File: config.mk
export PLATFORM = sky130hd
export DESIGN_NAME = analog_ladder_keypad_queue_unit
export DESIGN_NICKNAME = d
export VERILOG_FILES = /design/src/rtl/alkq_pkg.sv /design/src/rtl/alkq_ram.sv /design/src/rtl/alkq_classify.sv /design/src/rtl/alkq_queue.sv /design/src/rtl/analog_ladder_keypad_queue_unit.sv
export SDC_FILE = /design/constraint.sdc
export NUM_CORES = 1
export LEC_CHECK = 0
export ABC_CLOCK_PERIOD_IN_PS = 12900
export BUFFER_PORTS_ARGS = -buffer_cell sky130_fd_sc_hd__buf_4
export CORE_ASPECT_RATIO = 2
export CORE_MARGIN = 5
export CORE_UTILIZATION = 38
export CTS_CLUSTER_SIZE = 25
export DETAILED_ROUTE_END_ITERATION = 6
export PLACE_DENSITY = 0.62
export SLEW_MARGIN = 20
export SYNTH_ARGS = -nofsm -noshare
export SYNTH_HDL_FRONTEND = slang
export SYNTH_HIERARCHICAL = 1
export SYNTH_SLANG_ARGS = --single-unit
File: constraint.sdc
create_clock -name i_clk -period 12.9 [get_ports i_clk]
set_input_delay 0.645 -clock i_clk [delete_from_list [all_inputs] [get_ports i_clk]]
set_output_delay 0.645 -clock i_clk [all_outputs]
set_load 0.02 [all_outputs]
File: src/rtl/alkq_pkg.sv
// alkq_pkg: shared types and constants of the ladder keypad queue
// no dependencies; imported by every module of the block but alkq_ram

package alkq_pkg;

    localparam int LEVEL_W   = 10;
    localparam int PERIOD_W  = 16;
    localparam int CFG_IDX_W = 3;
    localparam int CFG_W     = 16;

    typedef enum logic [2:0] {
        BTN_NONE  = 3'd0,
        BTN_UP    = 3'd1,
        BTN_RIGHT = 3'd2,
        BTN_DOWN  = 3'd3,
        BTN_LEFT  = 3'd4
    } t_button;

    typedef enum logic {
        OP_TICK = 1'b0,
        OP_POP  = 1'b1
    } t_op;

    typedef enum logic [CFG_IDX_W-1:0] {
        REG_UP_TH    = 3'd0,
        REG_RIGHT_TH = 3'd1,
        REG_DOWN_TH  = 3'd2,
        REG_LEFT_TH  = 3'd3,
        REG_PERIOD   = 3'd4
    } t_reg_idx;

    localparam logic [LEVEL_W-1:0]  RST_UP_TH    = 10'd500;
    localparam logic [LEVEL_W-1:0]  RST_RIGHT_TH = 10'd320;
    localparam logic [LEVEL_W-1:0]  RST_DOWN_TH  = 10'd240;
    localparam logic [LEVEL_W-1:0]  RST_LEFT_TH  = 10'd200;
    localparam logic [PERIOD_W-1:0] RST_PERIOD   = 16'd100;

    typedef struct packed {
        logic [LEVEL_W-1:0] up;
        logic [LEVEL_W-1:0] right;
        logic [LEVEL_W-1:0] down;
        logic [LEVEL_W-1:0] left;
    } t_thresh;

    typedef struct packed {
        logic    push;
        logic    pop;
        t_button code;
    } t_q_ctrl;

    typedef struct packed {
        logic    nonempty;
        logic    one;
        logic    full;
        t_button head_code;
    } t_q_stat;

    typedef struct packed {
        logic    pending;
        logic    valid;
        t_button code;
    } t_result;

endpackage

File: src/rtl/alkq_ram.sv
// alkq_ram: generic single-write, single-read ram with registered read
// no dependencies

module alkq_ram #(
    parameter int WIDTH = 3,
    parameter int DEPTH = 8
) (
    input  logic                     i_clk,
    input  logic                     i_we,
    input  logic [$clog2(DEPTH)-1:0] i_waddr,
    input  logic [WIDTH-1:0]         i_wdata,
    input  logic [$clog2(DEPTH)-1:0] i_raddr,
    output logic [WIDTH-1:0]         o_rdata
);

    logic [WIDTH-1:0] r_mem [DEPTH];
    logic [WIDTH-1:0] r_rdata;

    always_ff @(posedge i_clk) begin
        if (i_we) begin
            r_mem[i_waddr] <= i_wdata;
        end
        r_rdata <= r_mem[i_raddr];
    end

    assign o_rdata = r_rdata;

endmodule

File: src/rtl/alkq_classify.sv
// alkq_classify: maps a ladder level to a button code, first threshold exceeded wins
// depends on alkq_pkg

module alkq_classify (
    input  logic [alkq_pkg::LEVEL_W-1:0] i_level,
    input  alkq_pkg::t_thresh            i_thresh,
    output alkq_pkg::t_button            o_code
);
    import alkq_pkg::*;

    always_comb begin
        priority if (i_level > i_thresh.up) begin
            o_code = BTN_UP;
        end else if (i_level > i_thresh.right) begin
            o_code = BTN_RIGHT;
        end else if (i_level > i_thresh.down) begin
            o_code = BTN_DOWN;
        end else if (i_level > i_thresh.left) begin
            o_code = BTN_LEFT;
        end else begin
            o_code = BTN_NONE;
        end
    end

endmodule

File: src/rtl/alkq_queue.sv
// alkq_queue: button fifo, ring pointers over alkq_ram with a write bypass
// depends on alkq_pkg and alkq_ram

module alkq_queue #(
    parameter int DEPTH = 8
) (
    input  logic              i_clk,
    input  logic              i_rst_n,
    input  alkq_pkg::t_q_ctrl i_ctrl,
    output alkq_pkg::t_q_stat o_stat
);
    import alkq_pkg::*;

    localparam int AW = $clog2(DEPTH);
    localparam int CW = $clog2(DEPTH + 1);
    localparam int SW = CW + 1;

    logic [AW-1:0] r_head, n_head, w_tail, w_head_inc;
    logic [CW-1:0] r_count, n_count;
    logic [SW-1:0] w_sum;
    logic          r_byp_valid;
    t_button       r_byp_code;
    logic [2:0]    w_rdata;

    assign w_sum      = SW'(r_head) + SW'(r_count);
    assign w_tail     = (w_sum >= SW'(DEPTH)) ? AW'(w_sum - SW'(DEPTH)) : AW'(w_sum);
    assign w_head_inc = (r_head == AW'(DEPTH - 1)) ? '0 : r_head + AW'(1);

    always_comb begin
        n_head  = i_ctrl.pop ? w_head_inc : r_head;
        n_count = r_count;
        unique case ({i_ctrl.push, i_ctrl.pop})
            2'b10:   n_count = r_count + CW'(1);
            2'b01:   n_count = r_count - CW'(1);
            default: n_count = r_count;
        endcase
    end

    alkq_ram #(
        .WIDTH(3),
        .DEPTH(DEPTH)
    ) u_ram (
        .i_clk  (i_clk),
        .i_we   (i_ctrl.push),
        .i_waddr(w_tail),
        .i_wdata(i_ctrl.code),
        .i_raddr(n_head),
        .o_rdata(w_rdata)
    );

    always_ff @(posedge i_clk) begin
        if (!i_rst_n) begin
            r_head      <= '0;
            r_count     <= '0;
            r_byp_valid <= 1'b0;
        end else begin
            r_head      <= n_head;
            r_count     <= n_count;
            r_byp_valid <= i_ctrl.push && (w_tail == n_head);
        end
        r_byp_code <= i_ctrl.code;
    end

    assign o_stat.nonempty  = (r_count != '0);
    assign o_stat.one       = (r_count == CW'(1));
    assign o_stat.full      = (r_count == CW'(DEPTH));
    assign o_stat.head_code = r_byp_valid ? r_byp_code : t_button'(w_rdata);

`ifndef SYNTH
    a_count_bound: assert property (@(posedge i_clk) disable iff (!i_rst_n)
        r_count <= CW'(DEPTH))
        else $error("queue count above depth");
    a_no_push_full: assert property (@(posedge i_clk) disable iff (!i_rst_n)
        i_ctrl.push |-> !o_stat.full)
        else $error("push into full queue");
    a_no_pop_empty: assert property (@(posedge i_clk) disable iff (!i_rst_n)
        i_ctrl.pop |-> o_stat.nonempty)
        else $error("pop from empty queue");
    a_pop_moves_head: assert property (@(posedge i_clk) disable iff (!i_rst_n)
        i_ctrl.pop && !i_ctrl.push |=> r_count == $past(r_count) - CW'(1))
        else $error("pop did not drop count");
`endif

endmodule

File: src/rtl/analog_ladder_keypad_queue_unit.sv
// analog_ladder_keypad_queue_unit: top level of the ladder keypad decoder and button queue
// depends on alkq_pkg, alkq_classify, alkq_queue
//
// channel  | direction | word
// s_axis   | in        | tdata: adc_level[9:0], pad[15:10]; tuser: operation
// m_axis   | out       | tdata: button_code[2:0], button_valid[3], buttons_pending[4], pad[7:5]
// cfg      | in        | i_cfg_idx selects register, i_cfg_data holds value
//
// one word per cycle sustained while m_axis_tready is high; input register, then
// compare and queue update, then a result register with one skid entry. A result
// word is offered on m_axis from the result register once its input has left the
// input register. s_axis_tready drops only while both result entries are full.
// reset is synchronous; no clearing pass.

module analog_ladder_keypad_queue_unit #(
    parameter int QUEUE_DEPTH = 8
) (
    input  logic        i_clk,
    input  logic        i_rst_n,
    input  logic        s_axis_tvalid,
    output logic        s_axis_tready,
    input  logic [15:0] s_axis_tdata,   // adc_level[9:0], zero pad
    input  logic        s_axis_tuser,   // operation
    output logic        m_axis_tvalid,
    input  logic        m_axis_tready,
    output logic [7:0]  m_axis_tdata,   // button_code[2:0], button_valid, buttons_pending
    input  logic                            i_cfg_we,
    input  logic [alkq_pkg::CFG_IDX_W-1:0]  i_cfg_idx,
    input  logic [alkq_pkg::CFG_W-1:0]      i_cfg_data
);
    import alkq_pkg::*;

    t_thresh             r_thresh;
    logic [PERIOD_W-1:0] r_period;
    logic [PERIOD_W-1:0] r_tick_cnt, n_tick_cnt, w_cnt_inc;
    t_button             r_last, n_last;

    logic                r_in_valid;
    t_op                 r_in_op;
    logic [LEVEL_W-1:0]  r_in_level;

    logic                r_out_valid, r_skid_valid;
    t_result             r_out, r_skid, w_res;

    logic                w_adv, w_eval, w_pop_out;
    t_button             w_code;
    t_q_ctrl             w_qctrl;
    t_q_stat             w_qstat;

    assign w_adv         = r_in_valid && !r_skid_valid;
    assign s_axis_tready = !r_in_valid || w_adv;
    assign w_pop_out     = r_out_valid && m_axis_tready;

    always_ff @(posedge i_clk) begin
        if (!i_rst_n) begin
            r_thresh.up    <= RST_UP_TH;
            r_thresh.right <= RST_RIGHT_TH;
            r_thresh.down  <= RST_DOWN_TH;
            r_thresh.left  <= RST_LEFT_TH;
            r_period       <= RST_PERIOD;
        end else if (i_cfg_we) begin
            unique case (t_reg_idx'(i_cfg_idx))
                REG_UP_TH:    r_thresh.up    <= i_cfg_data[LEVEL_W-1:0];
                REG_RIGHT_TH: r_thresh.right <= i_cfg_data[LEVEL_W-1:0];
                REG_DOWN_TH:  r_thresh.down  <= i_cfg_data[LEVEL_W-1:0];
                REG_LEFT_TH:  r_thresh.left  <= i_cfg_data[LEVEL_W-1:0];
                REG_PERIOD:   r_period       <= i_cfg_data[PERIOD_W-1:0];
                default:      ;
            endcase
        end
    end

    always_ff @(posedge i_clk) begin
        if (!i_rst_n) begin
            r_in_valid <= 1'b0;
        end else if (s_axis_tready) begin
            r_in_valid <= s_axis_tvalid;
        end
        if (s_axis_tready && s_axis_tvalid) begin
            r_in_op    <= t_op'(s_axis_tuser);
            r_in_level <= s_axis_tdata[LEVEL_W-1:0];
        end
    end

    alkq_classify u_classify (
        .i_level (r_in_level),
        .i_thresh(r_thresh),
        .o_code  (w_code)
    );

    assign w_cnt_inc = r_tick_cnt + PERIOD_W'(1);

    always_comb begin
        w_eval       = (r_in_op == OP_TICK) && ((w_cnt_inc >= r_period) || (w_cnt_inc == '0));
        n_tick_cnt   = r_tick_cnt;
        n_last       = r_last;
        w_qctrl.push = 1'b0;
        w_qctrl.pop  = 1'b0;
        w_qctrl.code = w_code;
        if (w_adv) begin
            if (r_in_op == OP_TICK) begin
                n_tick_cnt = w_eval ? '0 : w_cnt_inc;
                if (w_eval && !w_qstat.full) begin
                    if (w_code == BTN_NONE) begin
                        n_last = BTN_NONE;
                    end else if (w_code != r_last) begin
                        w_qctrl.push = 1'b1;
                        n_last       = w_code;
                    end
                end
            end else begin
                w_qctrl.pop = w_qstat.nonempty;
            end
        end
        w_res.code    = w_qctrl.pop ? w_qstat.head_code : BTN_NONE;
        w_res.valid   = w_qctrl.pop;
        w_res.pending = w_qctrl.push ? 1'b1 :
                        w_qctrl.pop  ? !w_qstat.one : w_qstat.nonempty;
    end

    alkq_queue #(
        .DEPTH(QUEUE_DEPTH)
    ) u_queue (
        .i_clk  (i_clk),
        .i_rst_n(i_rst_n),
        .i_ctrl (w_qctrl),
        .o_stat (w_qstat)
    );

    always_ff @(posedge i_clk) begin
        if (!i_rst_n) begin
            r_tick_cnt <= '0;
            r_last     <= BTN_NONE;
        end else begin
            r_tick_cnt <= n_tick_cnt;
            r_last     <= n_last;
        end
    end

    // result register with one skid entry
    always_ff @(posedge i_clk) begin
        if (!i_rst_n) begin
            r_out_valid  <= 1'b0;
            r_skid_valid <= 1'b0;
        end else if (w_pop_out) begin
            if (r_skid_valid) begin
                r_out_valid  <= 1'b1;
                r_skid_valid <= 1'b0;
            end else begin
                r_out_valid  <= w_adv;
            end
        end else if (w_adv) begin
            if (r_out_valid) begin
                r_skid_valid <= 1'b1;
            end else begin
                r_out_valid  <= 1'b1;
            end
        end
        if (w_pop_out) begin
            r_out <= r_skid_valid ? r_skid : w_res;
        end else if (w_adv) begin
            if (r_out_valid) begin
                r_skid <= w_res;
            end else begin
                r_out  <= w_res;
            end
        end
    end

    assign m_axis_tvalid = r_out_valid;
    assign m_axis_tdata  = {3'b000, r_out};

`ifndef SYNTH
    a_skid_needs_out: assert property (@(posedge i_clk) disable iff (!i_rst_n)
        r_skid_valid |-> r_out_valid)
        else $error("skid entry without result entry");
    a_stall_only_full: assert property (@(posedge i_clk) disable iff (!i_rst_n)
        !s_axis_tready |-> (r_in_valid && r_skid_valid))
        else $error("input stalled with room in result stage");
    a_valid_has_code: assert property (@(posedge i_clk) disable iff (!i_rst_n)
        r_out_valid && r_out.valid |-> r_out.code != BTN_NONE)
        else $error("popped word without a button code");
`endif

endmodule
==> out/metrics.cfg, run 1 <==
[timing]
fin_crit_ns=4.60
holdWs_ns=0.398
rsz0062_at_grt=no
worst_pin_slew_ns=1.11
setup_viol=0
finalCritPeriodShare_pct=35.7
layout_setup_ws_ns=8.30
relSlewSlack_pct=25.6
hold_viol=0
slew_viol_final=0
fin_setup_tns_ns=0
fmax_mhz=217
finClkSkew_ns=0.00607

[floorplan]
start_util_pct=38.6
die_h_microns=208
core_area_sq_um=19400
die_area_sq_um=22700
core.rowCount=72
die_w_microns=109
io_pins=51

[run]
maxCapViolCount=0

[power_and_ir_drop]
p_leak_nw=3.47
combinationalPowerShare_pct=7.5
irDropWorstVdd_mv=0.0794
power.total_mw=1.00
seq_power_share_pct=46.1
power_switching_uw=243
switching_share_pct=24.2
clockPowerShare_pct=46.3
p_per_area_nw_per_um2=118
p_int_uw=762

[grt]
grt_pass1_vias=5552
grt-ovfl-total=0
grt_pass1_wl_mm=28.0
grt_max_degree=43
antenna_found_initial=0
grtUsageTotal_pct=15.9

[route]
drt_iter0_drc=313
vias_per_cell=5.10
drcViolationCount=0
vias=5720
wire_per_inst_microns=15.4
drt_pass1_iterations=7
antenna_left=0
wl_mm=17.3

[clocking]
clk_latency_ns=0.42
cts_setup_buffers=0
htree_levels=4
numCtsBuffers=17
cts_tree=yes
clock_path_buffers=2
cts_hold_buf=0
cts.reportedPaths.clkPinSlew_ns=0.06
clockRootBuffer=clkbuf_16
numClockSinks=137
cts_repair_resize_count=0

[run_status]
status=complete, no violations

[worst_setup_path]
cp_max_fo=16
reg2reg_depth=17
start_kind=register
cp_cell_sequence=ha_1 -> a21oi_2 -> o21ai_1 -> or4_4 -> o311ai_4 -> nor4b_2 -> buf_4 -> xnor2_1 -> a311o_1 -> o211ai_1 -> o211ai_1 -> or3_1 -> o21ai_2 -> inv_1 -> ha_1 -> or3_1 -> a21oi_1
crit_slowest_cell=or4_4
critPathArrivalTime_ns=4.95
crit_end=u_queue/r_count[2]$_SDFFE_PN0P_
critPathRequiredTime_ns=13.25
slowest_delay_ns=0.55
crit_start=r_in_level[9]$_DFFE_PP_
path_class=register to register
r2r_start=r_in_level[9]$_DFFE_PP_
r2r-end=u_queue/r_count[2]$_SDFFE_PN0P_
reg2reg_slack_ns=8.30
critPathCaptureType=register

[placement]
dpl.cell_count=1089
post-dp-hpwl_mm=13.0
routabilityCongestion=0.855
place_ws_ns=8.30
dpl-instance-area_sq_um=7950
portBuffers=41

[synth]
yosysUniqueCellTypes=72
synth_cells=822
synth-seq-area-share_pct=42.7
synth_area_sq_um=7480
synth_edf_count=45
synth_largest_area_cell=dfxtp_1
yosysWarnings=6
ys.flop_type=dfxtp_1
syn_avg_cell_area_sq_um=9.09
async_flop_share_pct=0
synth.top_cell.area_share_pct=24.6
ys_seq_elements=137
synth.area.top_cells=dfxtp_1 (25%), edfxtp_1 (18%), ha_1 (11%)

[final_layout]
utilization_pct=44.0
layout_commonest_cell=nand2_1
area_growth_pct=14.0
drive_above_1_share_pct=12.4
diodes=0
mostFrequentLayoutCells=nand2_1 (162), dfxtp_1 (92), inv_1 (70)
nets=955
instances_no_fill=1121
fin_area_sq_um=8520
fillCellCount=1881

[hold_path]
hp-class=input port to register

[area by class of cell]
class	instances	area, sq um	area share (%)
clock buffers	19	453	5.31
clock inverters	13	119	1.39
inverters	71	267	3.13
multi-input cells	577	3830	44.9
flip-flops and latches	137	3190	37.5
well taps	259	324	3.80
repair buffers	45	338	3.96
[power groups by stage]
stage / Sequential (mW) / Combinational, mW / Clock (mW)
floorplan: 0.471 / 0.0468 / 0
global placement: 0.473 / 0.0748 / 0
detailed placement: 0.473 / 0.0761 / 0
CTS: 0.464 / 0.0766 / 0.476
global route: 0.465 / 0.0855 / 0.494
finish: 0.464 / 0.0755 / 0.465
[synth_stat cells (7+ instances only)]
cell type / number
nor3_1: 8
o211ai_1: 7
a21o_1: 10
dfxtp_1: 92
clkbuf_1: 21
xor2_1: 9
nand4_1: 10
nor2_1: 33
xnor2_1: 18
buf_2: 7
ha_1: 64
nand3_1: 34
nand2_1: 162
and2_1: 7
inv_1: 70
a21oi_1: 69
edfxtp_1: 45
o21ai_0: 27
nand2b_1: 11
nor4_1: 7
mux2i_1: 7
[metal layers]
| metal | vias up | GRT usage [%] | part of all wire (%) |
|---|---|---|---|
| met5 | - | 0 | 0 |
| met4 | 0 | 7.40 | 3.1 |
| met3 | 34 | 2.82 | 3.3 |
| met2 | 105 | 29.4 | 55 |
| met1 | 2667 | 17.1 | 39 |
| li1 | 2914 | - | - |
[worst min path at each step]
stage                                     end                       from  cells after the start  slack [ns]
global placement     r_thresh[9]$_SDFFE_PN0P_   r_thresh[9]$_SDFFE_PN0P_                      2        0.44
CTS                   r_in_level[3]$_DFFE_PP_            s_axis_tdata[3]                      1        0.38
finish                r_in_level[3]$_DFFE_PP_            s_axis_tdata[3]                      1        0.40
global route          r_in_level[7]$_DFFE_PP_            s_axis_tdata[7]                      1        0.38
floorplan           r_period[10]$_SDFFE_PN0P_  r_period[10]$_SDFFE_PN0P_                      2        0.44
detailed placement   r_thresh[8]$_SDFFE_PN0P_   r_thresh[8]$_SDFFE_PN0P_                      2        0.45
[state kept, by name, summed over array words and instances, names as in the netlist, 3 cells and up]
signal,cells
m_axis_tdata,5
r_in_level,10
r_last,3
r_period,16
r_skid,5
r_thresh,40
r_tick_cnt,16
u_queue/r_byp_code,3
u_queue/r_count,4
u_queue/r_head,3
u_queue/u_ram/o_rdata,3
u_queue/u_ram/r_mem,24
[cell families (layout without fill, tap and decap cells)]
kind of cell    count (synthesis)  after routing  synth area share [%]
fa+ha+maj                      65             65                  11.0
simple gates                  316            316                  20.7
compound gates                147            147                  12.3
buf+inv                       110            148                  6.14
other cells                     1              3                0.0502
flops                         137            137                  42.7
mux                            19             19                  3.95
xor+xnor                       27             27                  3.16
[worst max-delay path, delay by kind of cell, from the launching register on]
kind | cells | cell delay [ns]
xor+xnor | 1 | 0.10
compound gates | 8 | 1.24
flops | 1 | 0.49
simple gates | 4 | 1.59
fa+ha+maj | 2 | 0.75
buf+inv | 2 | 0.34
(Power assumes the default switching activity.)
==> run 2: changes to the inputs <==
ABC_CLOCK_PERIOD_IN_PS = 4500   (was 12900)
clock period = 4.5 ns   (was 12.9 ns; I/O delays follow)
==> run 2 against run 1 <==
  * Die area is the same
  * Sequential power increased to 2.9 times the previous value
  * Worst hold slack got worse by 0.37 ns
  * Maximum frequency grew 8.2%
  * Largest cell class unchanged
  * Global-route usage is 0.73 points higher
  * Register-to-register slack got worse by 8.0 ns
  * Total power grew to 2.9 times the previous value
  * Via count grew 1.9%
  * Non-clock buffer count rose by 30
  * First-iteration DRC count shrank 30%
  * Core utilization increased by 1.7 points
  * Sequential share of layout area shrank 1.4 points
==> out/metrics.cfg, run 2 (same netlist as run 1, synthesis figures left out) <==
[timing]
finClkSkew_ns=0.0107  ; +0.00463 ns
fin_crit_ns=4.25  ; -0.351 ns
worst_pin_slew_ns=1.03  ; -0.0857 ns
slew_viol_final=0  ; unchanged
setup_viol=0  ; unchanged
relSlewSlack_pct=31.4  ; +5.7 points
finalCritPeriodShare_pct=94.5  ; +59 points
hold_viol=0  ; unchanged
fmax_mhz=235  ; +8.2%
fin_setup_tns_ns=0  ; unchanged

[route]
drt_iter0_drc=219  ; -30%
drcViolationCount=0  ; unchanged
wl_mm=18.1  ; +4.9%
route.met3.wl_microns=412  ; -29%
antenna_left=0  ; unchanged
vias=5829  ; +1.9%
wl_met1_mm=6.91  ; +3.6%
vias_per_cell=5.06  ; -0.75%
wl_met2_mm=10.2  ; +7.2%
wire_per_inst_microns=15.7  ; +2.2%
drt_pass1_iterations=4  ; -3
top_layer=met4

[grt]
grtUsageTotal_pct=16.7  ; +0.73 points
grt_pass1_wl_mm=29.2  ; +4.1%
grt_pass1_vias=5845  ; +5.3%
antenna_found_initial=0  ; unchanged
grt-ovfl-total=0  ; unchanged
grt_max_degree=56  ; +30%

[final_layout]
mostFrequentLayoutCells=nand2_1 (162), dfxtp_1 (92), inv_1 (70)
drive_above_1_share_pct=14.8  ; +2.4 points
largestRegisters=r_thresh (40), u_queue/u_ram/r_mem (24)
layout_commonest_cell=nand2_1
largest_reg_flops=40  ; unchanged
diodes=0  ; unchanged
top_register=r_thresh
area_growth_pct=18.4
nets=985  ; +3.1%

[worst_setup_path]
path_class=register to register
critPathArrivalTime_ns=4.60  ; -0.35 ns
reg2reg_depth=19  ; +2
r2r_start=r_in_level[7]$_DFFE_PP_
critPathRequiredTime_ns=4.85  ; -8.40 ns
crit_end=u_queue/r_count[3]$_SDFFE_PN0P_
r2r-end=u_queue/r_count[3]$_SDFFE_PN0P_
start_kind=register
reg2reg_slack_ns=0.25  ; -8.05 ns
critPathCaptureType=register
crit_start=r_in_level[7]$_DFFE_PP_
cp_max_fo=11  ; -5

[power_and_ir_drop]
power.total_mw=2.95  ; +190%
p_int_mw=2.23  ; +190%
seq_power_share_pct=45.1  ; -1.0 points
switching_share_pct=24.4  ; +0.24 points
irDropWorstVdd_mv=0.177  ; +120%
p_leak_nw=3.63  ; +4.6%
power_switching_uw=719  ; +200%
combinationalPowerShare_pct=8.2  ; +0.7 points
p_per_area_nw_per_um2=333  ; +180%
clockPowerShare_pct=46.8  ; +0.5 points

[clocking]
clock_path_buffers=2  ; unchanged
clk_latency_ns=0.43  ; about the same
htree_levels=4  ; unchanged
cts.reportedPaths.clkPinSlew_ns=0.06  ; about the same
numCtsBuffers=17  ; unchanged
cts_tree=yes
clockRootBuffer=clkbuf_16
numClockSinks=137  ; unchanged

[floorplan]
io_pins=51  ; unchanged
core_area_sq_um=19400  ; unchanged
die_w_microns=109  ; unchanged
start_util_pct=38.6  ; unchanged
die_h_microns=208  ; unchanged
die_area_sq_um=22700  ; unchanged
core.rowCount=72  ; unchanged

[placement]
post-dp-hpwl_mm=13.6  ; +4.8%
routabilityCongestion=0.835  ; -2.3%
portBuffers=41  ; unchanged

[run]
maxCapViolCount=0  ; unchanged

[hold_path]
min-delay-start=s_axis_tvalid
whs_path_depth=3  ; +2
hp-class=input port to register

[run_status]
status=complete, no violations

==> run 2: worst min-delay path by stage <==
| stage | endpoint | slack, ns |
|---|---|---|
| final | r_in_valid$_SDFFE_PN0N_ | 0.03 |
| after global routing | r_in_valid$_SDFFE_PN0N_ | 0.02 |
| after CTS | r_in_valid$_SDFFE_PN0N_ | 0.01 |
| after detailed placement | r_in_level[7]$_DFFE_PP_ | 0.41 |
| after global placement | r_in_level[5]$_DFFE_PP_ | 0.40 |
| after floorplan | r_in_level[0]$_DFFE_PP_ | 0.32 |
==> run 2: metrics by stage <==
stage | hold WS (ns) | cells | util, % | cell area [sq um] | setup slack (ns)
3_3_place_gp | 0.404 | 1105 | 41.7 | 8080 | 0.170
5_1_grt | 0.0208 | 1151 | 45.7 | 8850 | -0.00511
6_report | 0.0324 | 1151 | 45.7 | 8850 | 0.249
2_1_floorplan | 0.324 | 824 | - | 7490 | 0.215
3_5_place_dp | 0.405 | 1105 | 41.7 | 8080 | 0.106
4_1_cts | 0.0132 | 1148 | 45.3 | 8770 | 0.0818
==> run 2: worst max-delay path, stage by stage, from the launching register on <==
cell and delay [ns]:
edfxtp_1 0.49, ha_1 0.36, a21o_1 0.18, a21o_1 0.17, a221oi_1 0.34, a32oi_2 0.14, buf_4 0.17, a21o_2 0.25
buf_4 0.20, inv_1 0.06, a21oi_1 0.05, o32a_1 0.29, o211ai_1 0.19, or3_1 0.16, o21ai_2 0.07, inv_1 0.07
ha_2 0.20, or4b_1 0.46, a21oi_2 0.15, mux2i_1 0.18
==> run 2: timing repair <==
item / in CTS / in global routing
buffers inserted: 0 / 3
endpoints found under the hold margin: 11 / 0
resized for setup: 0 / 9
setup endpoints to repair: 0 / 28
hold buffers: 11 / 0
==> run 2: power by group through the flow <==
stage	Sequential (mW)	Clock, mW	Combinational, mW
after CTS	1.33	1.40	0.235
after floorplan	1.35	0	0.136
after global routing	1.33	1.46	0.269
final	1.33	1.38	0.240
after detailed placement	1.36	0	0.226
after global placement	1.35	0	0.222
==> run 2: area by class of cell <==
type,count,area (sq um)
inverters,71,267
clock inverters,13,148
flip-flops and latches,137,3190
clock buffers,19,433
well taps,259,324
fillers,1876,10500
repair buffers,75,594
multi-input cells,577,3890
==> run 2: per-layer routing <==
metal  vias up  GRT usage, %
li1       2974             -
met1      2737          17.1
met2        83          31.7
met3        35          2.76
met4         0          7.62
met5         -             0
